### src/rtl/wnm_pkg.sv
package wnm_pkg;

    localparam int PATTERN_MAX  = 32;
    localparam int POS_W        = PATTERN_MAX + 1;
    localparam int LEN_W        = $clog2(POS_W);
    localparam int CHAR_W       = 8;
    localparam int DATA_W       = 64;
    localparam int CHARS_PER_REG = DATA_W / CHAR_W;
    localparam int NUM_PAT_REGS = PATTERN_MAX / CHARS_PER_REG;
    localparam int NUM_REGS     = NUM_PAT_REGS + 1;
    localparam int IDX_W        = $clog2(NUM_REGS);
    localparam int ADDR_W       = IDX_W + 3;
    localparam int CLOSE_STEPS  = $clog2(POS_W);

    localparam logic [IDX_W-1:0] REG_PAT_LOW      = IDX_W'(0);
    localparam logic [IDX_W-1:0] REG_PAT_MID_LOW  = IDX_W'(1);
    localparam logic [IDX_W-1:0] REG_PAT_MID_HIGH = IDX_W'(2);
    localparam logic [IDX_W-1:0] REG_PAT_HIGH     = IDX_W'(3);
    localparam logic [IDX_W-1:0] REG_PAT_LENGTH   = IDX_W'(4);

    localparam logic [CHAR_W-1:0] STAR_CHAR = 8'h2A;
    localparam logic [CHAR_W-1:0] ANY_CHAR  = 8'h3F;

    typedef logic [POS_W-1:0] pos_vec_t;

    typedef struct packed {
        logic [PATTERN_MAX-1:0][CHAR_W-1:0] chars;
        logic [LEN_W-1:0]                   len;
        logic                               rewind;
    } wnm_cfg_t;

    function automatic logic [CHAR_W-1:0] fold_char(input logic [CHAR_W-1:0] c);
        logic [CHAR_W-1:0] r;
        r = c;
        if (c >= 8'h41 && c <= 8'h5A)
        begin
            r = c + 8'h20;
        end
        return r;
    endfunction

    // extend across stars that match nothing: prefix OR gated by star runs
    function automatic pos_vec_t star_closure(
        input pos_vec_t                v,
        input logic [PATTERN_MAX-1:0] star,
        input pos_vec_t                keep
    );
        pos_vec_t g;
        pos_vec_t p;
        g = v;
        p = {star, 1'b0};
        for (int k = 0; k < CLOSE_STEPS; k++)
        begin
            g = g | (p & (g << (1 << k)));
            p = p & (p << (1 << k));
        end
        return g & keep;
    endfunction

endpackage

### src/rtl/wnm_if.sv
interface wnm_in_if;
    logic                  valid;
    logic                  ready;
    logic [7:0]            name_char;
    logic                  no_char;
    logic                  is_last;

    modport source (output valid, output name_char, output no_char, output is_last,
                    input ready);
    modport sink (input valid, input name_char, input no_char, input is_last,
                  output ready);
endinterface

interface wnm_out_if;
    logic valid;
    logic ready;
    logic matched;

    modport source (output valid, output matched, input ready);
    modport sink (input valid, input matched, output ready);
endinterface

### src/rtl/wnm_cfg.sv
module wnm_cfg (
    input  logic                        clk,
    input  logic                        rst_n,
    input  logic                        psel,
    input  logic                        penable,
    input  logic                        pwrite,
    input  logic [wnm_pkg::ADDR_W-1:0]  paddr,
    input  logic [wnm_pkg::DATA_W-1:0]  pwdata,
    output logic [wnm_pkg::DATA_W-1:0]  prdata,
    output logic                        pready,
    output wnm_pkg::wnm_cfg_t           cfg
);
    import wnm_pkg::*;

    logic [NUM_PAT_REGS-1:0][DATA_W-1:0] pat_reg;
    logic [LEN_W-1:0]                    len_reg;
    logic [IDX_W-1:0]                    idx;
    logic                                wr_en;

    assign idx    = paddr[ADDR_W-1:3];
    assign wr_en  = psel && penable && pwrite;
    assign pready = 1'b1;

    always_ff @(posedge clk or negedge rst_n)
    begin
        if (!rst_n)
        begin
            pat_reg <= '0;
            len_reg <= '0;
        end
        else if (wr_en)
        begin
            unique case (idx)
                REG_PAT_LOW, REG_PAT_MID_LOW, REG_PAT_MID_HIGH, REG_PAT_HIGH:
                begin
                    pat_reg[idx[$clog2(NUM_PAT_REGS)-1:0]] <= pwdata;
                end
                REG_PAT_LENGTH:
                begin
                    len_reg <= pwdata[LEN_W-1:0];
                end
                default:
                begin
                end
            endcase
        end
    end

    always_comb
    begin
        unique case (idx)
            REG_PAT_LOW, REG_PAT_MID_LOW, REG_PAT_MID_HIGH, REG_PAT_HIGH:
            begin
                prdata = pat_reg[idx[$clog2(NUM_PAT_REGS)-1:0]];
            end
            REG_PAT_LENGTH:
            begin
                prdata = DATA_W'(len_reg);
            end
            default:
            begin
                prdata = '0;
            end
        endcase
    end

    always_comb
    begin
        cfg.chars  = pat_reg;
        cfg.len    = (len_reg > LEN_W'(PATTERN_MAX)) ? LEN_W'(PATTERN_MAX) : len_reg;
        cfg.rewind = wr_en && (idx < IDX_W'(NUM_REGS));
    end

endmodule

### src/rtl/wildcard_name_matcher.sv
// Wildcard name matcher.
// Tests a name, streamed one byte per word on in_ch, against a glob pattern
// held in the APB registers ('*' any run, '?' any byte, letters compared
// without case). Each in_ch word carries name_char, no_char and is_last.
// A word with is_last set closes the name and yields one out_ch word whose
// matched bit tells whether the whole name fits the whole pattern; the block
// then rewinds for the next name. Words without is_last produce nothing.
// Throughput: one name byte per cycle unless a waiting result stalls in_ch;
// the position-vector update is a single registered step. Latency: the
// result is valid the cycle after the closing word is accepted.
// A stalled out_ch holds its word; in_ch stays ready while out_ch is free or
// being drained, and a waiting result stalls in_ch until out_ch takes it.
// Reset clears the pattern to empty and the length to zero. A write to any
// defined register rewinds the match state; write registers only while the block is idle.
module wildcard_name_matcher (
    input  logic                        clk,
    input  logic                        rst_n,
    wnm_in_if.sink                      in_ch,
    wnm_out_if.source                   out_ch,
    input  logic                        psel,
    input  logic                        penable,
    input  logic                        pwrite,
    input  logic [wnm_pkg::ADDR_W-1:0]  paddr,
    input  logic [wnm_pkg::DATA_W-1:0]  pwdata,
    output logic [wnm_pkg::DATA_W-1:0]  prdata,
    output logic                        pready
);
    import wnm_pkg::*;

    wnm_cfg_t                    cfg;
    logic [PATTERN_MAX-1:0]      star_mask;
    logic [PATTERN_MAX-1:0]      lit_hit;
    logic [PATTERN_MAX-1:0]      in_len;
    pos_vec_t                    keep_mask;
    pos_vec_t                    start_vec;
    pos_vec_t                    cur;
    pos_vec_t                    stepped;
    pos_vec_t                    advanced;
    logic [CHAR_W-1:0]           in_fold;
    logic                        accept;
    logic                        matched_now;

    pos_vec_t                    pos_reg;
    pos_vec_t                    pos_next;
    logic                        restart_reg;
    logic                        restart_next;
    logic                        res_valid_reg;
    logic                        res_valid_next;
    logic                        res_matched_reg;
    logic                        res_matched_next;

    wnm_cfg u_cfg (
        .clk     (clk),
        .rst_n   (rst_n),
        .psel    (psel),
        .penable (penable),
        .pwrite  (pwrite),
        .paddr   (paddr),
        .pwdata  (pwdata),
        .prdata  (prdata),
        .pready  (pready),
        .cfg     (cfg)
    );

    assign in_fold = fold_char(in_ch.name_char);

    always_comb
    begin
        for (int i = 0; i < PATTERN_MAX; i++)
        begin
            in_len[i]    = LEN_W'(i) < cfg.len;
            star_mask[i] = in_len[i] && (cfg.chars[i] == STAR_CHAR);
            lit_hit[i]   = (cfg.chars[i] == ANY_CHAR) || (fold_char(cfg.chars[i]) == in_fold);
        end
        for (int j = 0; j < POS_W; j++)
        begin
            keep_mask[j] = LEN_W'(j) <= cfg.len;
        end
    end

    assign start_vec = star_closure(POS_W'(1), star_mask, keep_mask);
    assign cur       = restart_reg ? start_vec : pos_reg;

    always_comb
    begin
        stepped = '0;
        for (int i = 0; i < PATTERN_MAX; i++)
        begin
            if (cur[i] && in_len[i])
            begin
                if (star_mask[i])
                begin
                    stepped[i] = 1'b1;
                end
                else if (lit_hit[i])
                begin
                    stepped[i+1] = 1'b1;
                end
            end
        end
    end

    assign advanced    = in_ch.no_char ? cur : star_closure(stepped, star_mask, keep_mask);
    assign matched_now = advanced[cfg.len];

    assign in_ch.ready    = !res_valid_reg || out_ch.ready;
    assign accept         = in_ch.valid && in_ch.ready;
    assign out_ch.valid   = res_valid_reg;
    assign out_ch.matched = res_matched_reg;

    always_comb
    begin
        pos_next         = pos_reg;
        restart_next     = restart_reg;
        res_valid_next   = res_valid_reg && !out_ch.ready;
        res_matched_next = res_matched_reg;
        if (cfg.rewind)
        begin
            restart_next = 1'b1;
        end
        else if (accept)
        begin
            if (in_ch.is_last)
            begin
                restart_next     = 1'b1;
                res_valid_next   = 1'b1;
                res_matched_next = matched_now;
            end
            else
            begin
                pos_next     = advanced;
                restart_next = 1'b0;
            end
        end
    end

    always_ff @(posedge clk or negedge rst_n)
    begin
        if (!rst_n)
        begin
            restart_reg   <= 1'b1;
            res_valid_reg <= 1'b0;
        end
        else
        begin
            restart_reg   <= restart_next;
            res_valid_reg <= res_valid_next;
        end
    end

    always_ff @(posedge clk)
    begin
        pos_reg         <= pos_next;
        res_matched_reg <= res_matched_next;
    end

endmodule

### src/flat_wrapper.sv
// flat-port wrapper written by rule: the top's interface ports become plain ports
module wildcard_name_matcher_flat import wnm_pkg::*;
  (clk, rst_n, psel, penable, pwrite, paddr, pwdata, prdata, pready, in_ch_valid, in_ch_name_char, in_ch_no_char, in_ch_is_last, in_ch_ready, out_ch_valid, out_ch_matched, out_ch_ready);
  wnm_in_if in_ch_i ();
  wnm_out_if out_ch_i ();
  input  logic clk;
  input  logic rst_n;
  input  logic psel;
  input  logic penable;
  input  logic pwrite;
  input  logic [wnm_pkg::ADDR_W-1:0] paddr;
  input  logic [wnm_pkg::DATA_W-1:0] pwdata;
  output logic [wnm_pkg::DATA_W-1:0] prdata;
  output logic pready;
  input wire logic [$bits(in_ch_i.valid)-1:0] in_ch_valid;
  input wire logic [$bits(in_ch_i.name_char)-1:0] in_ch_name_char;
  input wire logic [$bits(in_ch_i.no_char)-1:0] in_ch_no_char;
  input wire logic [$bits(in_ch_i.is_last)-1:0] in_ch_is_last;
  output wire logic [$bits(in_ch_i.ready)-1:0] in_ch_ready;
  output wire logic [$bits(out_ch_i.valid)-1:0] out_ch_valid;
  output wire logic [$bits(out_ch_i.matched)-1:0] out_ch_matched;
  input wire logic [$bits(out_ch_i.ready)-1:0] out_ch_ready;
  assign in_ch_i.valid = in_ch_valid;
  assign in_ch_i.name_char = in_ch_name_char;
  assign in_ch_i.no_char = in_ch_no_char;
  assign in_ch_i.is_last = in_ch_is_last;
  assign in_ch_ready = in_ch_i.ready;
  assign out_ch_valid = out_ch_i.valid;
  assign out_ch_matched = out_ch_i.matched;
  assign out_ch_i.ready = out_ch_ready;
  wildcard_name_matcher u_core (.clk(clk), .rst_n(rst_n), .in_ch(in_ch_i), .out_ch(out_ch_i), .psel(psel), .penable(penable), .pwrite(pwrite), .paddr(paddr), .pwdata(pwdata), .prdata(prdata), .pready(pready));
endmodule
### config.mk
export PLATFORM = sky130hd
export DESIGN_NAME = wildcard_name_matcher_flat
export DESIGN_NICKNAME = d
export VERILOG_FILES = /design/src/rtl/wnm_pkg.sv /design/src/rtl/wnm_if.sv /design/src/rtl/wnm_cfg.sv /design/src/rtl/wildcard_name_matcher.sv /design/src/flat_wrapper.sv
export SDC_FILE = /design/constraint.sdc
export NUM_CORES = 1
export LEC_CHECK = 0
export BUFFER_PORTS_ARGS = -buffer_cell sky130_fd_sc_hd__buf_2
export CAP_MARGIN = 15
export CORE_UTILIZATION = 31
export DETAILED_ROUTE_END_ITERATION = 10
export PLACE_DENSITY_LB_ADDON = 0.15
export RECOVER_POWER = 100
export SLEW_MARGIN = 40
export SYNTH_ARGS = -nofsm -noshare
export SYNTH_HDL_FRONTEND = slang
export SYNTH_HIERARCHICAL = 1
export SYNTH_SLANG_ARGS = --single-unit
### constraint.sdc
create_clock -name clk -period 5.06 [get_ports clk]
set_clock_uncertainty 0.2 [all_clocks]
set_input_delay 0.759 -clock clk [delete_from_list [all_inputs] [get_ports clk]]
set_output_delay 0.759 -clock clk [all_outputs]
set_load 0.01 [all_outputs]
==> run_results.csv <==
group,metric,value,unit
grt,grt_pass1_wl,172000,um
sta,tightestPinTransition,2.63,ns
critical_path,crit_fanout,5,
sta,max_freq,192,MHz
clocking,cts_buffers,40,
grt,grt_overflow,0,
critical_path,criticalPathCategory,"register to register",
grt,grt_antenna_before_repair,0,
flow_run,maxCapViolCount,6,
placed_design,place.port_buffers,150,
sta,period_needed,5.20,ns
route,drt-vias-per-instance,5.73,
placed_design,place_congestion,1.04,
critical_path,worst-path-buf-inv,5,
die,chipWidth,285,um
critical_path,worstSetupStartpointType,"register",
synthesis,synth_top_area_share,26.5,%
finish,diodes,0,
synthesis,syn_area,24800,um^2
route,drtIter0Drc,2080,
placed_design,dpl.hpwl,93500,um
finish,n_fill_cell,7805,
sta,fin_crit_sh,103,%
clocking,path_clk_slew,0.06,ns
die,die_h,285,um
finish,area_growth,36.6,%
sta,fin_ws,-0.139,ns
critical_path,cp_slowest_cell,"a211oi_1",
critical_path,worstPathArrival,5.42,ns
route,via_count,25500,
grt,grt_max_degree,83,
synthesis,ys.flop_type,"dfrtp_1",
die,start_util,31.4,%
route,drc,1,
synthesis,synth_top_area_cell,"dfrtp_1",
power_and_ir_drop,p_leak,14.1,nW
finish,drive_gt1_share,38.9,%
placed_design,dp_cells,4346,
clocking,cts_max_level,2,
clocking,clock_latency,0.58,ns
grt,grt_pass1_vias,25700,
critical_path,crit_family,"compound AO/OA/AOI/OAI gates",
die,die-area,81300,um^2
clocking,cts_tree,"built",
sta,rsz0062_at_grt,"true",
sta,hold_violations,0,
synthesis,synthCells,2594,
sta,slew_viol_final,222,
synthesis,synthArstFlopShare,88.6,%
hold_path,holdCritPathClass,"input pin to register",
sta,relSlewSlack,-75.5,%
synthesis,ys_seq_elements,298,
die,coreArea,79100,um^2
synthesis,synth_cell_types,110,
route,first_pass_iters,8,
clocking,root_buffer,"clkbuf_16",
synthesis,avgSynthCellArea,9.58,um^2
grt,grt_usage,28.3,%
critical_path,cp-end-kind,"register",
finish,final_area,33900,um^2
critical_path,path_cells,"buf_6 > nor2b_4 > buf_12 > buf_6 > nor3_2 > a211oi_1 > nand3_2 > buf_6 > a2bb2oi_2 > buf_4 > a211oi_1 > a21boi_0 > o2111a_1 > a311o_1 > a21o_1 > a21boi_1 > o311a_1 > o311a_1 > a211oi_4 > nand4_1",
critical_path,worstPathRequired,5.28,ns
synthesis,synth_edf_count,34,
power_and_ir_drop,pwr_density_cell,330,nW/um^2
route,totalWireLength,117000,um
sta,setup_viol,1,
clocking,cts_buffer_depth,3,
synthesis,synth_most_common_cell,"dfrtp_1",
die,num_rows,103,
synthesis,ys_top_cells_by_count,"dfrtp_1, mux2_2, nor2_1",
synthesis,yosys_warnings,6,
finish,nNetsFinal,3484,
critical_path,slowest_delay,0.66,ns
critical_path,crit_path_frequent_cell,"buf_6",
status,violations,"DRC, capacitance limit, slew limit, setup timing",
route,wl_per_cell,26.3,um
finish,largest_reg_flops,256,
route,ant_nets,0,
finish,fin_cells,4442,
synthesis,synth_area_leaders,"dfrtp_1, mux2_2, mux4_2, xnor2_1, edfxtp_1",
synthesis,synth_nets,2714,
die,ioPinCount,155,
status,run_status,"finished, violations left",
placed_design,placed_area,31700,um^2
synthesis,yosysSeqAreaShare,30.7,%
power_and_ir_drop,irDropWorstVdd,233,uV
clocking,clock-sinks,298,
power breakdown:
| group | switching (mW) | internal [mW] |
|---|---|---|
| combinational | 2.58 | 2.29 |
| sequential | 0.424 | 2.86 |
| clock | 1.18 | 1.87 |
cells by family after synthesis:
group,synth area share [%]
compound gates,15.9
flops,30.7
buf+inv,3.76
mux,18.4
fa+ha+maj,1.66
simple gates,21.0
xor+xnor,8.50
other cells,0.0151
routing by layer:
layer | global-route usage, % | wire [um]
met5 | 0 | 0
met2 | 46.6 | 54700
met1 | 38.1 | 51200
met3 | 3.05 | 6230
met4 | 10.3 | 4860
what timing repair did:
item	CTS	global route
hold endpoints to repair	40	0
endpoints found under the setup margin	13	2
hold buffers	1	0
pin swaps	67	6
resized for setup	158	7
buffers inserted	31	0
stage by stage:
stage	util (%)	worst slack [ns]	TNS (ns)	power (mW)	hold WS (ns)
finish	42.9	-0.139	-0.139	11.2	0.247
global route	42.9	-0.226	-0.226	11.8	0.250
CTS	43.1	0.000565	0	11.2	0.225
detailed placement	40.1	-0.759	-2.54	7.98	0.363
global placement	40.0	-0.977	-2.94	7.89	0.341
floorplan	-	0.249	0	5.71	0.263
cell usage in the layout, fill, tap and decap left out, drive strengths merged, types with 34 or more instances in the layout:
cell	count
or3	38
nand2	154
mux4	59
nor4	45
a31oi	41
mux2	271
dfrtp	263
edfxtp	34
nand3	107
xor2	91
o21ai	64
nor3	128
inv	58
clkbuf	143
nor2b	85
xnor2	150
nor2	172
nand4	51
a21oi	90
buf	772
final timing paths:
check / end / slack, ns / from / cells past startpoint
min in group asynchronous: u_core/u_cfg/cfg[12] / 1.37 / rst_n / 2
setup reg to reg: u_core/out_ch.matched / -0.14 / u_core/u_cfg/len_reg[5] / 20
hold reg to reg: u_core/u_cfg/cfg[190] / 0.38 / u_core/u_cfg/cfg[190] / 1
setup / recovery: u_core/out_ch.matched / -0.14 / u_core/u_cfg/len_reg[5] / 20
max in group asynchronous: u_core/u_cfg/cfg[34] / 0.80 / rst_n / 3
hold / removal: u_core/u_cfg/cfg[111] / 0.25 / pwdata[40] / 2
area by class of cell:
cell class | instances | area [um^2] | share of cell area (%)
clock buffers | 60 | 1220 | 3.59
clock inverters | 10 | 163 | 0.479
inverters | 58 | 218 | 0.641
multi-input cells | 2110 | 17100 | 50.4
flip-flops and latches | 298 | 7630 | 22.5
well taps | 1050 | 1310 | 3.87
repair buffers | 856 | 6280 | 18.5
No activity file was read; power rests on OpenSTA's default activity.
